===== src/hdl/utf8_to_utf32_stream_decoder_assert.svh =====
// assertion macros for the utf-8 to utf-32 stream decoder
// used by the top level only, no other dependencies
`ifndef UTF8_TO_UTF32_STREAM_DECODER_ASSERT_SVH
`define UTF8_TO_UTF32_STREAM_DECODER_ASSERT_SVH

// same-cycle implication under reset
`define U2U_ASSERT_NOW(label, ante, cons, msg) \
  label: assert property (@(posedge clk) disable iff (!rst_n) (ante) |-> (cons)) \
    else $error(msg);

// next-cycle implication under reset
`define U2U_ASSERT_NEXT(label, ante, cons, msg) \
  label: assert property (@(posedge clk) disable iff (!rst_n) (ante) |=> (cons)) \
    else $error(msg);

`endif


===== src/hdl/u2u_pkg.sv =====
// shared types, constants and helper functions of the utf-8 decoder
// no dependencies
package u2u_pkg;

  localparam longint unsigned MaxStringBytes = 64'd65535;
  localparam int unsigned CountW = 16;
  localparam logic [CountW-1:0] CountCap =
    (MaxStringBytes < 64'd65535) ? CountW'(MaxStringBytes) : {CountW{1'b1}};

  localparam logic [7:0] AsciiLimit = 8'h80;
  localparam logic [7:0] LeadLow    = 8'hC0;
  localparam logic [7:0] LeadHigh   = 8'hF7;
  localparam logic [7:0] Lead2Mask  = 8'hE0;
  localparam logic [7:0] Lead2Code  = 8'hC0;
  localparam logic [7:0] Lead2Bits  = 8'h1F;
  localparam logic [7:0] Lead3Mask  = 8'hF0;
  localparam logic [7:0] Lead3Code  = 8'hE0;
  localparam logic [7:0] Lead3Bits  = 8'h0F;
  localparam logic [7:0] Lead4Bits  = 8'h07;
  localparam logic [7:0] ContBits   = 8'h3F;

  typedef enum logic [1:0] {
    ST_OK       = 2'd0,
    ST_BAD_LEAD = 2'd1,
    ST_TRUNC    = 2'd2
  } status_t;

  typedef struct packed {
    logic [7:0] data_byte;
    logic       end_of_string;
  } in_item_t;

  typedef struct packed {
    logic [31:0]       char_word;
    logic              word_valid;
    status_t           status;
    logic              done_res;
    logic [CountW-1:0] consumed;
  } res_t;

  function automatic logic [CountW-1:0] bump(input logic [CountW-1:0] v);
    return (v < CountCap) ? v + CountW'(1) : CountCap;
  endfunction

  function automatic logic [31:0] byte_swap(input logic [31:0] w);
    return {w[7:0], w[15:8], w[23:16], w[31:24]};
  endfunction

endpackage


===== src/hdl/u2u_if.sv =====
// valid/ready channel interfaces for input bytes and decoded results
// no dependencies
interface u2u_in_if;
  logic       valid;
  logic       ready;
  logic [7:0] data_byte;
  logic       end_of_string;

  modport source (output valid, output data_byte, output end_of_string, input ready);
  modport sink (input valid, input data_byte, input end_of_string, output ready);
endinterface

interface u2u_out_if;
  logic        valid;
  logic        ready;
  logic [31:0] char_word;
  logic        word_valid;
  logic [1:0]  status;
  logic        done_res;
  logic [15:0] consumed;

  modport source (output valid, output char_word, output word_valid, output status,
                  output done_res, output consumed, input ready);
  modport sink (input valid, input char_word, input word_valid, input status,
                input done_res, input consumed, output ready);
endinterface


===== src/hdl/u2u_in_stage.sv =====
// input register stage: one byte item per cycle from the input channel while
// no item is held or the held one is taken; depends on u2u_pkg and u2u_in_if
module u2u_in_stage (
  input  logic              clk,
  input  logic              rst_n,
  u2u_in_if.sink            in_ch,
  input  logic              take,
  output logic              item_valid,
  output u2u_pkg::in_item_t item
);
  import u2u_pkg::*;

  logic     valid_r;
  logic     valid_nxt;
  in_item_t item_r;
  logic     accept;

  assign in_ch.ready = !valid_r || take;
  assign accept      = in_ch.valid && in_ch.ready;

  always_comb begin
    valid_nxt = valid_r;
    if (accept) begin
      valid_nxt = 1'b1;
    end else if (take) begin
      valid_nxt = 1'b0;
    end
  end

  always_ff @(posedge clk) begin
    if (!rst_n) begin
      valid_r <= 1'b0;
    end else begin
      valid_r <= valid_nxt;
    end
  end

  always_ff @(posedge clk) begin
    if (accept) begin
      item_r <= '{data_byte: in_ch.data_byte, end_of_string: in_ch.end_of_string};
    end
  end

  assign item_valid = valid_r;
  assign item       = item_r;
endmodule


===== src/hdl/u2u_decode.sv =====
// string state and byte decode: lead classification, accumulation, end handling
// depends on u2u_pkg
module u2u_decode (
  input  logic              clk,
  input  logic              rst_n,
  input  logic              swap,
  input  logic              fire,
  input  u2u_pkg::in_item_t item,
  output logic              has_res,
  output u2u_pkg::res_t     res
);
  import u2u_pkg::*;

  logic [20:0]       acc_r, acc_nxt;
  logic [1:0]        pend_r, pend_nxt;
  logic [CountW-1:0] pos_r, pos_nxt;
  logic [CountW-1:0] seq_r, seq_nxt;
  logic              skip_r, skip_nxt;

  logic [7:0]        b;
  logic              eos;
  logic [CountW-1:0] pos_inc;
  logic [20:0]       acc_cont;
  logic [31:0]       word;
  logic              clear;

  assign b        = item.data_byte;
  assign eos      = item.end_of_string;
  assign pos_inc  = bump(pos_r);
  assign acc_cont = {acc_r[14:0], 6'(b & ContBits)};

  always_comb begin
    acc_nxt  = acc_r;
    pend_nxt = pend_r;
    pos_nxt  = pos_r;
    seq_nxt  = seq_r;
    skip_nxt = skip_r;
    has_res  = 1'b0;
    word     = '0;
    clear    = 1'b0;
    res      = '{char_word: '0, word_valid: 1'b0, status: ST_OK, done_res: 1'b0,
                 consumed: '0};
    priority if (skip_r) begin
      clear = eos;
    end else if (pend_r != 2'd0) begin
      acc_nxt  = acc_cont;
      pend_nxt = pend_r - 2'd1;
      pos_nxt  = pos_inc;
      if (pend_r == 2'd1) begin
        has_res        = 1'b1;
        word           = {11'd0, acc_cont};
        res.word_valid = 1'b1;
        res.done_res   = eos;
        res.consumed   = eos ? pos_inc : '0;
        clear          = eos;
      end else if (eos) begin
        has_res      = 1'b1;
        res.status   = ST_TRUNC;
        res.done_res = 1'b1;
        res.consumed = seq_r;
        clear        = 1'b1;
      end
    end else if (b < AsciiLimit) begin
      pos_nxt        = pos_inc;
      has_res        = 1'b1;
      word           = {24'd0, b};
      res.word_valid = 1'b1;
      res.done_res   = eos;
      res.consumed   = eos ? pos_inc : '0;
      clear          = eos;
    end else if (b < LeadLow || b > LeadHigh) begin
      has_res      = 1'b1;
      res.status   = ST_BAD_LEAD;
      res.done_res = 1'b1;
      res.consumed = pos_r;
      clear        = 1'b1;
    end else begin
      if ((b & Lead2Mask) == Lead2Code) begin
        acc_nxt  = {13'd0, b & Lead2Bits};
        pend_nxt = 2'd1;
      end else if ((b & Lead3Mask) == Lead3Code) begin
        acc_nxt  = {13'd0, b & Lead3Bits};
        pend_nxt = 2'd2;
      end else begin
        acc_nxt  = {13'd0, b & Lead4Bits};
        pend_nxt = 2'd3;
      end
      seq_nxt = pos_r;
      pos_nxt = pos_inc;
      if (eos) begin
        has_res      = 1'b1;
        res.status   = ST_TRUNC;
        res.done_res = 1'b1;
        res.consumed = pos_r;
        clear        = 1'b1;
      end
    end
    res.char_word = swap ? byte_swap(word) : word;
    if (clear) begin
      acc_nxt  = '0;
      pend_nxt = '0;
      pos_nxt  = '0;
      seq_nxt  = '0;
      skip_nxt = 1'b0;
    end
    // an invalid lead that does not end the string swallows the rest of it
    if (!skip_r && pend_r == 2'd0 && !(b < AsciiLimit) &&
        (b < LeadLow || b > LeadHigh)) begin
      skip_nxt = !eos;
    end
  end

  always_ff @(posedge clk) begin
    if (!rst_n) begin
      acc_r  <= '0;
      pend_r <= '0;
      pos_r  <= '0;
      seq_r  <= '0;
      skip_r <= 1'b0;
    end else if (fire) begin
      acc_r  <= acc_nxt;
      pend_r <= pend_nxt;
      pos_r  <= pos_nxt;
      seq_r  <= seq_nxt;
      skip_r <= skip_nxt;
    end
  end
endmodule


===== src/hdl/u2u_out_stage.sv =====
// result register stage driving the output channel
// depends on u2u_pkg and u2u_out_if
module u2u_out_stage (
  input  logic          clk,
  input  logic          rst_n,
  input  logic          load,
  input  u2u_pkg::res_t res,
  u2u_out_if.source     out_ch,
  output logic          free
);
  import u2u_pkg::*;

  logic valid_r;
  logic valid_nxt;
  res_t res_r;

  assign free = !valid_r || out_ch.ready;

  always_comb begin
    valid_nxt = valid_r;
    if (load) begin
      valid_nxt = 1'b1;
    end else if (out_ch.ready) begin
      valid_nxt = 1'b0;
    end
  end

  always_ff @(posedge clk) begin
    if (!rst_n) begin
      valid_r <= 1'b0;
    end else begin
      valid_r <= valid_nxt;
    end
  end

  always_ff @(posedge clk) begin
    if (load) begin
      res_r <= res;
    end
  end

  assign out_ch.valid      = valid_r;
  assign out_ch.char_word  = res_r.char_word;
  assign out_ch.word_valid = res_r.word_valid;
  assign out_ch.status     = res_r.status;
  assign out_ch.done_res   = res_r.done_res;
  assign out_ch.consumed   = res_r.consumed;
endmodule


===== src/hdl/utf8_to_utf32_stream_decoder.sv =====
// path: accepted item -> input reg -> decode -> result reg
// throughput: one byte item per cycle while the result reg is free, set by the
// single-pass decode between the two regs; bytes without a result still pass
// reset: synchronous active-low rst_n clears both stage valids, string state
// and the swap register
`include "utf8_to_utf32_stream_decoder_assert.svh"

module utf8_to_utf32_stream_decoder (
  input  logic       clk,
  input  logic       rst_n,
  u2u_in_if.sink     in_ch,
  u2u_out_if.source  out_ch,
  input  logic       cfg_wr_en,
  input  logic       cfg_wr_data
);
  import u2u_pkg::*;

  logic     swap_r;
  logic     s1_valid;
  in_item_t s1_item;
  logic     free;
  logic     fire;
  logic     has_res;
  res_t     res;

  always_ff @(posedge clk) begin
    if (!rst_n) begin
      swap_r <= 1'b0;
    end else if (cfg_wr_en) begin
      swap_r <= cfg_wr_data;
    end
  end

  assign fire = s1_valid && free;

  u2u_in_stage u_in (
    .clk        (clk),
    .rst_n      (rst_n),
    .in_ch      (in_ch),
    .take       (fire),
    .item_valid (s1_valid),
    .item       (s1_item)
  );

  u2u_decode u_dec (
    .clk     (clk),
    .rst_n   (rst_n),
    .swap    (swap_r),
    .fire    (fire),
    .item    (s1_item),
    .has_res (has_res),
    .res     (res)
  );

  u2u_out_stage u_out (
    .clk    (clk),
    .rst_n  (rst_n),
    .load   (fire && has_res),
    .res    (res),
    .out_ch (out_ch),
    .free   (free)
  );

  `U2U_ASSERT_NOW(a_zero_word, out_ch.valid && !out_ch.word_valid, out_ch.char_word == 32'd0, "word not zero on non-character item")
  `U2U_ASSERT_NOW(a_err_done, out_ch.valid && out_ch.status != ST_OK, out_ch.done_res && !out_ch.word_valid, "error item not final")
  `U2U_ASSERT_NOW(a_consumed_zero, out_ch.valid && !out_ch.done_res, out_ch.consumed == 16'd0, "consumed set before end of string")
  `U2U_ASSERT_NEXT(a_result_lands, fire && has_res, out_ch.valid, "decoded result lost")

endmodule

===== src/flat_wrapper.sv =====
// flat-port wrapper written by rule: the top's interface ports become plain ports
module utf8_to_utf32_stream_decoder_flat import u2u_pkg::*;
  (clk, rst_n, cfg_wr_en, cfg_wr_data, in_ch_valid, in_ch_data_byte, in_ch_end_of_string, in_ch_ready, out_ch_valid, out_ch_char_word, out_ch_word_valid, out_ch_status, out_ch_done_res, out_ch_consumed, out_ch_ready);
  u2u_in_if in_ch_i ();
  u2u_out_if out_ch_i ();
  input  logic clk;
  input  logic rst_n;
  input  logic cfg_wr_en;
  input  logic cfg_wr_data;
  input wire logic [$bits(in_ch_i.valid)-1:0] in_ch_valid;
  input wire logic [$bits(in_ch_i.data_byte)-1:0] in_ch_data_byte;
  input wire logic [$bits(in_ch_i.end_of_string)-1:0] in_ch_end_of_string;
  output wire logic [$bits(in_ch_i.ready)-1:0] in_ch_ready;
  output wire logic [$bits(out_ch_i.valid)-1:0] out_ch_valid;
  output wire logic [$bits(out_ch_i.char_word)-1:0] out_ch_char_word;
  output wire logic [$bits(out_ch_i.word_valid)-1:0] out_ch_word_valid;
  output wire logic [$bits(out_ch_i.status)-1:0] out_ch_status;
  output wire logic [$bits(out_ch_i.done_res)-1:0] out_ch_done_res;
  output wire logic [$bits(out_ch_i.consumed)-1:0] out_ch_consumed;
  input wire logic [$bits(out_ch_i.ready)-1:0] out_ch_ready;
  assign in_ch_i.valid = in_ch_valid;
  assign in_ch_i.data_byte = in_ch_data_byte;
  assign in_ch_i.end_of_string = in_ch_end_of_string;
  assign in_ch_ready = in_ch_i.ready;
  assign out_ch_valid = out_ch_i.valid;
  assign out_ch_char_word = out_ch_i.char_word;
  assign out_ch_word_valid = out_ch_i.word_valid;
  assign out_ch_status = out_ch_i.status;
  assign out_ch_done_res = out_ch_i.done_res;
  assign out_ch_consumed = out_ch_i.consumed;
  assign out_ch_i.ready = out_ch_ready;
  utf8_to_utf32_stream_decoder u_core (.clk(clk), .rst_n(rst_n), .in_ch(in_ch_i), .out_ch(out_ch_i), .cfg_wr_en(cfg_wr_en), .cfg_wr_data(cfg_wr_data));
endmodule

===== config.mk =====
export PLATFORM = sky130hd
export DESIGN_NAME = utf8_to_utf32_stream_decoder_flat
export DESIGN_NICKNAME = d
export VERILOG_FILES = /design/src/hdl/u2u_pkg.sv /design/src/hdl/u2u_if.sv /design/src/hdl/u2u_in_stage.sv /design/src/hdl/u2u_decode.sv /design/src/hdl/u2u_out_stage.sv /design/src/hdl/utf8_to_utf32_stream_decoder.sv /design/src/flat_wrapper.sv
export VERILOG_INCLUDE_DIRS = /design/src /design/src/hdl
export SDC_FILE = /design/constraint.sdc
export NUM_CORES = 1
export LEC_CHECK = 0
export BUFFER_PORTS_ARGS = -buffer_cell sky130_fd_sc_hd__buf_2
export CORE_AREA = 2 2 127 129
export CTS_CLUSTER_SIZE = 25
export DETAILED_ROUTE_END_ITERATION = 6
export DIE_AREA = 0 0 129 131
export PLACE_DENSITY_LB_ADDON = 0.3
export SYNTH_ARGS = -nofsm -noshare
export SYNTH_HDL_FRONTEND = slang
export SYNTH_SLANG_ARGS = --single-unit

===== constraint.sdc =====
create_clock -name clk -period 3 [get_ports clk]
set_input_delay 0.3 -clock clk [delete_from_list [all_inputs] [get_ports clk]]
set_output_delay 0.3 -clock clk [all_outputs]
set_load 0.02 [all_outputs]

**Word-level counts from Yosys, hierarchy flattened**

Cells that the tools add are included.

- Add/sub/neg operators: 2
- Muxes and demuxes: 57
- Equality and inequality tests: 10
- Reduce and logical (&&, ||, !) cells: 23
- $lt $le $gt $ge: 4

Operators by type and width:

| cell | count |
|---|---|
| $mux 16 | 12 |
| $mux 32 | 3 |
| $mux 15 | 5 |
| $mux 19 | 3 |
| $mux 17 | 2 |
| $mux 21 | 1 |
| $mux 20 | 1 |
| $mux 1 | 19 |
| $add 16x1->16 const B | 1 |
| $lt 16x16->1 const B | 1 |
| $lt 8x8->1 const B | 2 |
| $mux 2 | 8 |
| $gt 8x8->1 const B | 1 |
| $mux 8 | 1 |
| $reduce_bool 2->1 | 4 |
| $logic_and 1x1->1 | 6 |
| $ne 2x2->1 const B | 3 |
| $ne 3x3->1 const B | 2 |
| $logic_not 1->1 | 5 |
| $mux 5 | 1 |
| $reduce_and 5->1 | 1 |
| $eq 4x4->1 const B | 1 |
| $mux 4 | 1 |
| $ne 4x4->1 const B | 1 |
| other kinds (9) | 11 |

- Register bits after elaboration: 114
- Output and inout port bits: 54
- Bits of input ports: 15
- Word-level logic and storage cells: 111

**Longest topological paths before layout**

Gate-level depths: netlist (run 1).

- Depth in word-level cells: 8
- Mapped depth: 7
- Depth with buffers taken out: 6

**Cells and area by module**

From an unflattened synthesis (run 1), not the netlist that was laid out.

- Cells, all modules: 485
- Area total of the unflattened synthesis: 5038.6 um^2

Modules (own cells, without submodules):

| module | instances | cells each | area each (um^2) | seq. area each (um^2) |
|---|---|---|---|---|
| u2u_decode | 1 | 410 | 3051.7 | 1001.0 |
| u2u_out_stage | 1 | 56 | 1610.3 | 1581.5 |
| u2u_in_stage | 1 | 14 | 327.8 | 290.3 |
| utf8_to_utf32_stream_decoder | 1 | 5 | 48.8 | 20.0 |

**Least setup slack after synthesis (run 1)**

No wires, ideal clock.

- Kind: register to register
- From: register u_core.u_out.valid_r, in the netlist u_core.u_out.out_ch.valid
- To: register u_core.u_out.res_r (netlist bit u_core.u_out.out_ch.char_word[0]) (enable)
- Data required time: 2.592 ns
- Stages on the path, launching flop included: 5
- Data arrival time: 2.015 ns
- Slack: 0.577 ns
- Setup time: 0.408 ns
- Buffers on the path: 1
- Clock period less this slack: 2.423 ns
- Path through: dfxtp_1 nand2b_1 and2_1 clkbuf_1 o211a_1

- Longest elaborated chain between the ends: 4

Ends and longest elaborated chain:

| what | line | RTL |
|---|---|---|
| from (decl) | u2u_out_stage.sv:13 | `logic valid_r;` |
| from (signal assigned) | u2u_out_stage.sv:32 | `valid_r <= valid_nxt;` |
| $logic_not 1->1 | u2u_out_stage.sv:17 | `assign free = !valid_r \|\| out_ch.ready;` |
| $logic_or 1x1->1 | u2u_out_stage.sv:17 |  |
| $logic_and 1x1->1 | utf8_to_utf32_stream_decoder.sv:34 | `assign fire = s1_valid && free;` |
| $logic_and 1x1->1 | utf8_to_utf32_stream_decoder.sv:58 | `.load (fire && has_res),` |
| net u_core.u_out.load | u2u_out_stage.sv:6 | `input logic load,` |
| to (signal assigned) | u2u_out_stage.sv:38 | `res_r <= res;` |
| to (decl) | u2u_out_stage.sv:15 | `res_t res_r;` |

The timed path passes the listed nets, and every way through them passes these cells.
A chain may end at the register's enable or synchronous reset.

**Worst setup path in the final report (run 1)**

- From: register u_core.u_in.item_r (netlist bit u_core.u_in.item[8])
- To: register u_core.u_out.res_r (netlist bit u_core.u_out.out_ch.char_word[29]) (enable)

- Longest elaborated chain between the ends: 7
- Elaborated cells on any way between the ends: 9
- Those cells by class: 3 x order compare; 4 x mux; 2 x reduce/logical

Ends and longest elaborated chain:

| what | line | RTL |
|---|---|---|
| from (decl) | u2u_in_stage.sv:15 | `in_item_t item_r;` |
| from (signal assigned) | u2u_in_stage.sv:40 | `item_r <= '{data_byte: in_ch.data_byte, end_of_string: in_ch.end_of_string};` |
| $lt 8x8->1 or $gt 8x8->1 (tied branches) | u2u_decode.sv:71 | `end else if (b < LeadLow \|\| b > LeadHigh) begin` |
| $logic_or 1x1->1 | u2u_decode.sv:71 |  |
| $mux 1 | u2u_decode.sv:71 |  |
| $mux 1 (*) | u2u_decode.sv:63 | `end else if (b < AsciiLimit) begin` |
| $mux 1 (*) | u2u_decode.sv:45 | `end else if (pend_r != 2'd0) begin` |
| $mux 1 (*) | u2u_decode.sv:43 | `priority if (skip_r) begin` |
| $logic_and 1x1->1 (*) | utf8_to_utf32_stream_decoder.sv:58 |  |
| net u_core.u_out.load | u2u_out_stage.sv:6 |  |

Mark *: on every way through the listed nets, which the timed path passes. The rest lies on a longest branch.

==> run_results.csv, run 1 <==
group,metric,value,unit
timing,relSlewSlack,35.18,%
yosys,ys_types,58,
yosys,netlist_area,5154,sq um
yosys,syn_avg_cell_area,10.25,sq um
global_routing,grt_usage,16.53,%
die,start_util,33.04,%
pwr,seqPwrFrac,43.1,%
pwr,total_power,3994,uW
yosys,yosysTopAreaCellShare,35.54,%
placement,port_buffers,68,
yosys,synth_area_leader_cell,"edfxtp_1",
die,core_region_area,15600,sq um
run,maxCapViolCount,0,
die,dieHeight,131,um
global_routing,grt_pass1_wl,21400,um
clocking,cts-buffers-inserted,17,
clocking,clk_latency,0.42,ns
worst_setup_path,path_class,"flip-flop to flip-flop",
yosys,synth_edf_count,61,
worst_setup_path,startpoint_type,"flip-flop",
timing,fin_crit_sh,76.82,%
timing,fin_crit,2.305,ns
final_layout,drive_gt1_share,21.11,%
final_layout,num_antenna_cells,0,
worst_setup_path,arrival,2.42,ns
yosys,yosysSeqAreaShare,56.13,%
final_layout,fill_cells,1512,
timing,max_freq,433.9,MHz
pwr,p_sw_share,23.90,%
yosys,postSynthCellCount,503,
clocking,clockBufferDepth,2,
clocking,clk_pin_slew,0.05,ns
drt,ant_nets,0,
outcome,outcome,"completed",
drt,dr.pass1.iters,5,
die,rows,46,
timing,drv_slew,0,
drt,via_count,4221,
worst_setup_path,end_kind,"flip-flop",
final_layout,synthToLayoutAreaGrowth,22.21,%
worst_setup_path,rrSetupSlack,0.70,ns
final_layout,finalNetCount,581,
drt,drt_iter0_markers,319,
drt,drt_wl_total,13350,um
final_layout,regArea,2893,sq um
pwr,p_switching,954.8,uW
yosys,synth_ff_type,"edfxtp_1",
pwr,p_clk_share,50.1,%
yosys,synthTopCellsByArea,"edfxtp_1, dfxtp_1, a21oi_1",
worst_setup_path,cp_max_fo,27,
timing,setup_viol,0,
worst_setup_path,cp.required,3.12,ns
timing,hold_violations,0,
pwr,vdd_drop_max,422.5,uV
global_routing,grt_start_max_net_pins,28,
timing,skew,0.004805,ns
clocking,hold_buffers,0,
pwr,combPwrFrac,6.8,%
drt,route.detailed.drc,0,
yosys,synth_nets,519,
clocking,ctsRootBufferMaster,"clkbuf_16",
clocking,cts_max_level,4,
global_routing,grt.overflow.total,0,
yosys,ys_ff_latch,114,
timing,finalSetupTns,0,ns
drt,vias_per_cell,5.316,
global_routing,grt_pass1_vias,4076,
placement,dp_hpwl,8992,um
yosys,ys_warn_count,0,
final_layout,multi_input_area,2062,sq um
pwr,p_leak,0.002237,uW
timing,worst_pin_slew,0.9722,ns
yosys,async_reset_ff_share,0,%
clocking,cts.sinks,114,
global_routing,antenna_found_initial,0,
die,die_w,129,um
pwr,internal-power,3040,uW
clocking,ctsResizeCount,0,
hold_path,hold_path.class,"primary input to flip-flop",
drt,wl_per_cell,16.81,um
die,dieArea,16900,sq um
placement,place_congestion,0.8741,
pwr,power_density,634.2,nW/um^2
clocking,cts_tree,"yes",
clocking,cts_setup_buffers,0,
die,pin_count,69,
timing,rsz0062_at_grt,"no",
==> per-stage QoR <==
stage	cells	worst slack, ns	cell area, sq um	hold slack (ns)	util, %
after CTS	794	0.7049	6299	0.05688	40.38
after global placement	762	0.8035	5709	0.4562	36.60
after floorplan	503	0.5770	5154	0.3989	-
final	794	0.6954	6299	0.06479	40.38
after global routing	794	0.5515	6299	0.05167	40.38
after detailed placement	762	0.7219	5709	0.4598	36.60
==> area by class of cell <==
type | count | area share, %
clock buffers | 20 | 7.251
clock inverters | 12 | 2.106
inverters | 7 | 0.4172
multi-input cells | 343 | 32.74
flip-flops and latches | 114 | 45.93
well taps | 216 | 4.291
repair buffers | 82 | 7.271
==> synthesized netlist by cell type (3+ instances only) <==
library cell,n
o21ai_0,30
o2bb2ai_1,3
inv_1,7
buf_2,13
nand3_1,25
nor3_1,10
nor3b_1,4
a21oi_1,42
nand2b_1,4
a32o_1,3
and2_1,13
mux2i_1,13
a22o_1,10
and4_1,3
and3_1,12
o22ai_1,6
dfxtp_1,53
nor2_1,42
a22oi_1,23
nand4_1,7
nor2b_1,5
nor4_1,6
clkbuf_1,19
xnor2_1,5
o21a_1,3
nand2_1,37
edfxtp_1,61
buf_1,4
a211oi_1,3
o211a_1,3
==> sequential cells by signal (all words and copies together), names as in the netlist <==
| name | flops |
|---|---|
| u_core.u_in.item | 9 |
| u_core.u_dec.seq_r | 16 |
| u_core.u_out.out_ch.consumed | 16 |
| u_core.u_dec.pos_r | 16 |
| u_core.u_dec.acc_r | 15 |
| u_core.u_out.out_ch.done_res | 1 |
| u_core.u_out.out_ch.word_valid | 1 |
| u_core.u_dec.skip_r | 1 |
| u_core.swap_r | 1 |
| u_core.u_out.out_ch.char_word | 32 |
| u_core.u_out.out_ch.status | 2 |
| u_core.u_dec.pend_r | 2 |
| u_core.u_out.out_ch.valid | 1 |
| u_core.u_in.item_valid | 1 |
==> metal layers <==
layer | vias to the layer above | global-route usage, % | share of wire, %
met4 | 0 | 7.161 | 2.3
met1 | 2032 | 20.78 | 44
met3 | 27 | 4.723 | 5.9
met2 | 159 | 26.70 | 48
met5 | - | 0 | 0
li1 | 2003 | - | -
==> critical path, stage by stage, from the launching register on <==
cell      delay, ns
edfxtp_1       0.50
nand2_1        0.21
nor3_1         0.07
nor2_1         0.16
o211a_2        0.77
buf_12         0.27
==> power groups by stage <==
stage	clock network [uW]	registers (uW)	logic [uW]
floorplan	0	1790	129
global placement	0	1750	270
detailed placement	0	1750	272
CTS	2030	1720	273
global route	2100	1730	293
finish	2000	1720	271
==> placed cells by master, fill, tap and decap left out, types with 17 or more instances in the layout <==
master	synthesis	layout
a22oi_1	23	23
nand2_1	37	37
buf_2	13	68
clkbuf_16	0	17
nor2_1	42	42
a21oi_1	42	42
edfxtp_1	61	61
o21ai_0	30	30
nand3_1	25	25
dfxtp_1	53	53
==> logic make-up after synthesis <==
kind of cell	after synthesis	share of synthesized area (%)
mux	13	2.525
fa+ha+maj	1	0.2427
buf+inv	46	3.860
xor+xnor	7	1.190
flops	114	56.13
compound gates	141	17.65
simple gates	181	18.40
==> worst paths after layout <==
check / startpoint / cells past startpoint / endpoint
worst max-delay path: u_core.u_in.item[8] / 5 / u_core.u_out.out_ch.char_word[29]
worst min-delay path: in_ch_data_byte[3] / 1 / u_core.u_in.item[4]
worst max register to register: u_core.u_in.item[8] / 5 / u_core.u_out.out_ch.char_word[29]
worst min register to register: u_core.u_dec.acc_r[9] / 2 / u_core.u_dec.acc_r[9]
(Power assumes the default switching activity.)
==> run 2: changes to the inputs <==
==> constraint.sdc (replaced) <==
create_clock -name clk -period 2 [get_ports clk]
set_input_delay 0.2 -clock clk [delete_from_list [all_inputs] [get_ports clk]]
set_output_delay 0.2 -clock clk [all_outputs]
set_load 0.02 [all_outputs]
==> run_results.csv, run 2 (synthesis gave the netlist of run 1 again) <==
group,metric,value,unit
drt,wl_per_cell,16.90,um
drt,ant_nets,0,
clocking,clk_pin_slew,0.05,ns
global_routing,grt.overflow.total,0,
timing,worst_pin_slew,0.7546,ns
final_layout,synthToLayoutAreaGrowth,30.23,%
placement,place_congestion,0.9430,
worst_setup_path,slowest_stage,"nor4b_1",
pwr,p_clk_share,51.8,%
worst_setup_path,cp_num_buf_inv,1,
worst_setup_path,max_stage_delay,0.41,ns
final_layout,final_cell_mix,"buf_2, edfxtp_1, dfxtp_1",
timing,skew,0.006715,ns
pwr,p_leak,0.002447,uW
timing,rsz0062_at_grt,"no",
clocking,clockBufferDepth,2,
worst_setup_path,end_kind,"flip-flop",
timing,fin_crit,1.970,ns
worst_setup_path,arrival,2.27,ns
drt,via_count,4369,
global_routing,grt_pass1_wl,22090,um
drt,route.detailed.drc,0,
global_routing,grt_start_max_net_pins,34,
worst_setup_path,worstPathCellList,"buf_4, nor4b_1, o211ai_1, and2_1, a22o_1",
final_layout,layout_commonest_cell,"buf_2",
final_layout,drive_gt1_share,25.08,%
global_routing,antenna_found_initial,0,
worst_setup_path,cp_max_fo,10,
run,maxCapViolCount,0,
final_layout,num_antenna_cells,0,
final_layout,regArea,2900,sq um
timing,drv_slew,0,
final_layout,largest_register_ffs,32,
timing,finalSetupTns,0,ns
global_routing,grt_use_met3,5.293,%
worst_setup_path,rr_startpoint,"u_core.u_in.item[8]",
pwr,vdd_drop_max,572.5,uV
final_layout,finalNetCount,621,
worst_setup_path,cp-startpoint,"u_core.u_in.item[8]",
die,pin_count,69,
pwr,power_density,935.5,nW/um^2
pwr,p_sw_share,22.10,%
timing,hold_violations,0,
hold_path,hp-start,"in_ch_valid",
clocking,clk_latency,0.42,ns
placement,port_buffers,68,
timing,setup_viol,0,
hold_path,hold_path.class,"primary input to flip-flop",
global_routing,top_usage_layer,"met2",
worst_setup_path,startpoint_type,"flip-flop",
clocking,cts_setup_buffers,0,
die,die_w,129,um
pwr,combPwrFrac,7.3,%
die,core_region_area,15600,sq um
global_routing,grt_util_met2,29.47,%
timing,fin_crit_sh,98.49,%
timing,max_freq,507.7,MHz
global_routing,use_met1,20.39,%
worst_setup_path,path_class,"flip-flop to flip-flop",
worst_setup_path,critical-path-top-delay-family,"simple AND/OR/NAND/NOR gates",
timing,relSlewSlack,49.23,%
final_layout,fill_cells,1492,
drt,drt_iter0_markers,399,
pwr,p_switching,1387,uW
drt,dr.pass1.iters,6,
global_routing,grt_pass1_vias,4300,
die,start_util,33.04,%
timing,finalHoldWorstSlack,0.009134,ns
die,dieArea,16900,sq um
pwr,seqPwrFrac,40.9,%
drt,drt_wl_total,14100,um
drt,vias_per_cell,5.239,
die,dieHeight,131,um
clocking,cts_tree,"yes",
clocking,cts_max_level,4,
clocking,cts-buffers-inserted,17,
placement,dp_hpwl,9354,um
outcome,outcome,"completed",
final_layout,multi_input_area,2103,sq um
pwr,internal-power,4891,uW
pwr,total_power,6278,uW
clocking,cts.sinks,114,
worst_setup_path,cp.required,2.30,ns
die,rows,46,
clocking,ctsRootBufferMaster,"clkbuf_16",
global_routing,grt_usage,17.17,%
run 2: timing repair:
action | in CTS | in global routing
setup endpoints to repair | 0 | 13
gates resized for setup | 0 | 9
hold buffers | 9 | 0
endpoints found under the hold margin | 9 | 0
run 2: path summary, 6_finish.rpt:
path / to / slack, ns / cells past startpoint
max reg2reg: u_core.u_dec.seq_r[6] / 0.03 / 5
min reg2reg: u_core.u_dec.acc_r[12] / 0.47 / 2
min: u_core.u_in.item_valid / 0.009 / 3
max: u_core.u_dec.seq_r[6] / 0.03 / 5
run 2: worst register-to-register path, delay by kind of cell, from the launching register on:
family,cells,cell delay (ns)
and+or+nand+nor,2,0.81
AOI/OAI and AO/OA,2,0.53
DFF,1,0.36
buffers and inverters,1,0.16
run 2: routing by layer:
| layer | share of wire, % | up-vias |
|---|---|---|
| met4 | 1.9 | 0 |
| met5 | 0 | - |
| li1 | - | 2085 |
| met1 | 44 | 2104 |
| met3 | 5.0 | 25 |
| met2 | 49 | 155 |
run 2: per-stage QoR:
| stage | util [%] | setup WS (ns) | instance area, sq um | instances |
|---|---|---|---|---|
| 2_1_floorplan | - | 0.002337 | 5176 | 503 |
| 3_3_place_gp | 38.19 | 0.08378 | 5957 | 792 |
| 3_5_place_dp | 38.19 | 0.04830 | 5957 | 792 |
| 4_1_cts | 42.79 | 0.03869 | 6674 | 833 |
| 5_1_grt | 43.03 | 0.004351 | 6711 | 834 |
| 6_report | 43.03 | 0.03027 | 6711 | 834 |
run 2: area by class of cell:
cell class | count | area share, %
clock buffer | 22 | 6.618
multi-input combinational | 343 | 31.34
tap | 216 | 4.027
timing repair buffer | 122 | 11.69
inverter | 7 | 0.3915
clock inverter | 10 | 2.722
sequential | 114 | 43.21
run 2: power groups by stage:
stage	registers, uW	logic [uW]	clock network, uW
floorplan	2680	197	0
global placement	2620	439	0
detailed placement	2620	444	0
CTS	2570	459	3300
global route	2580	496	3410
finish	2570	459	3250
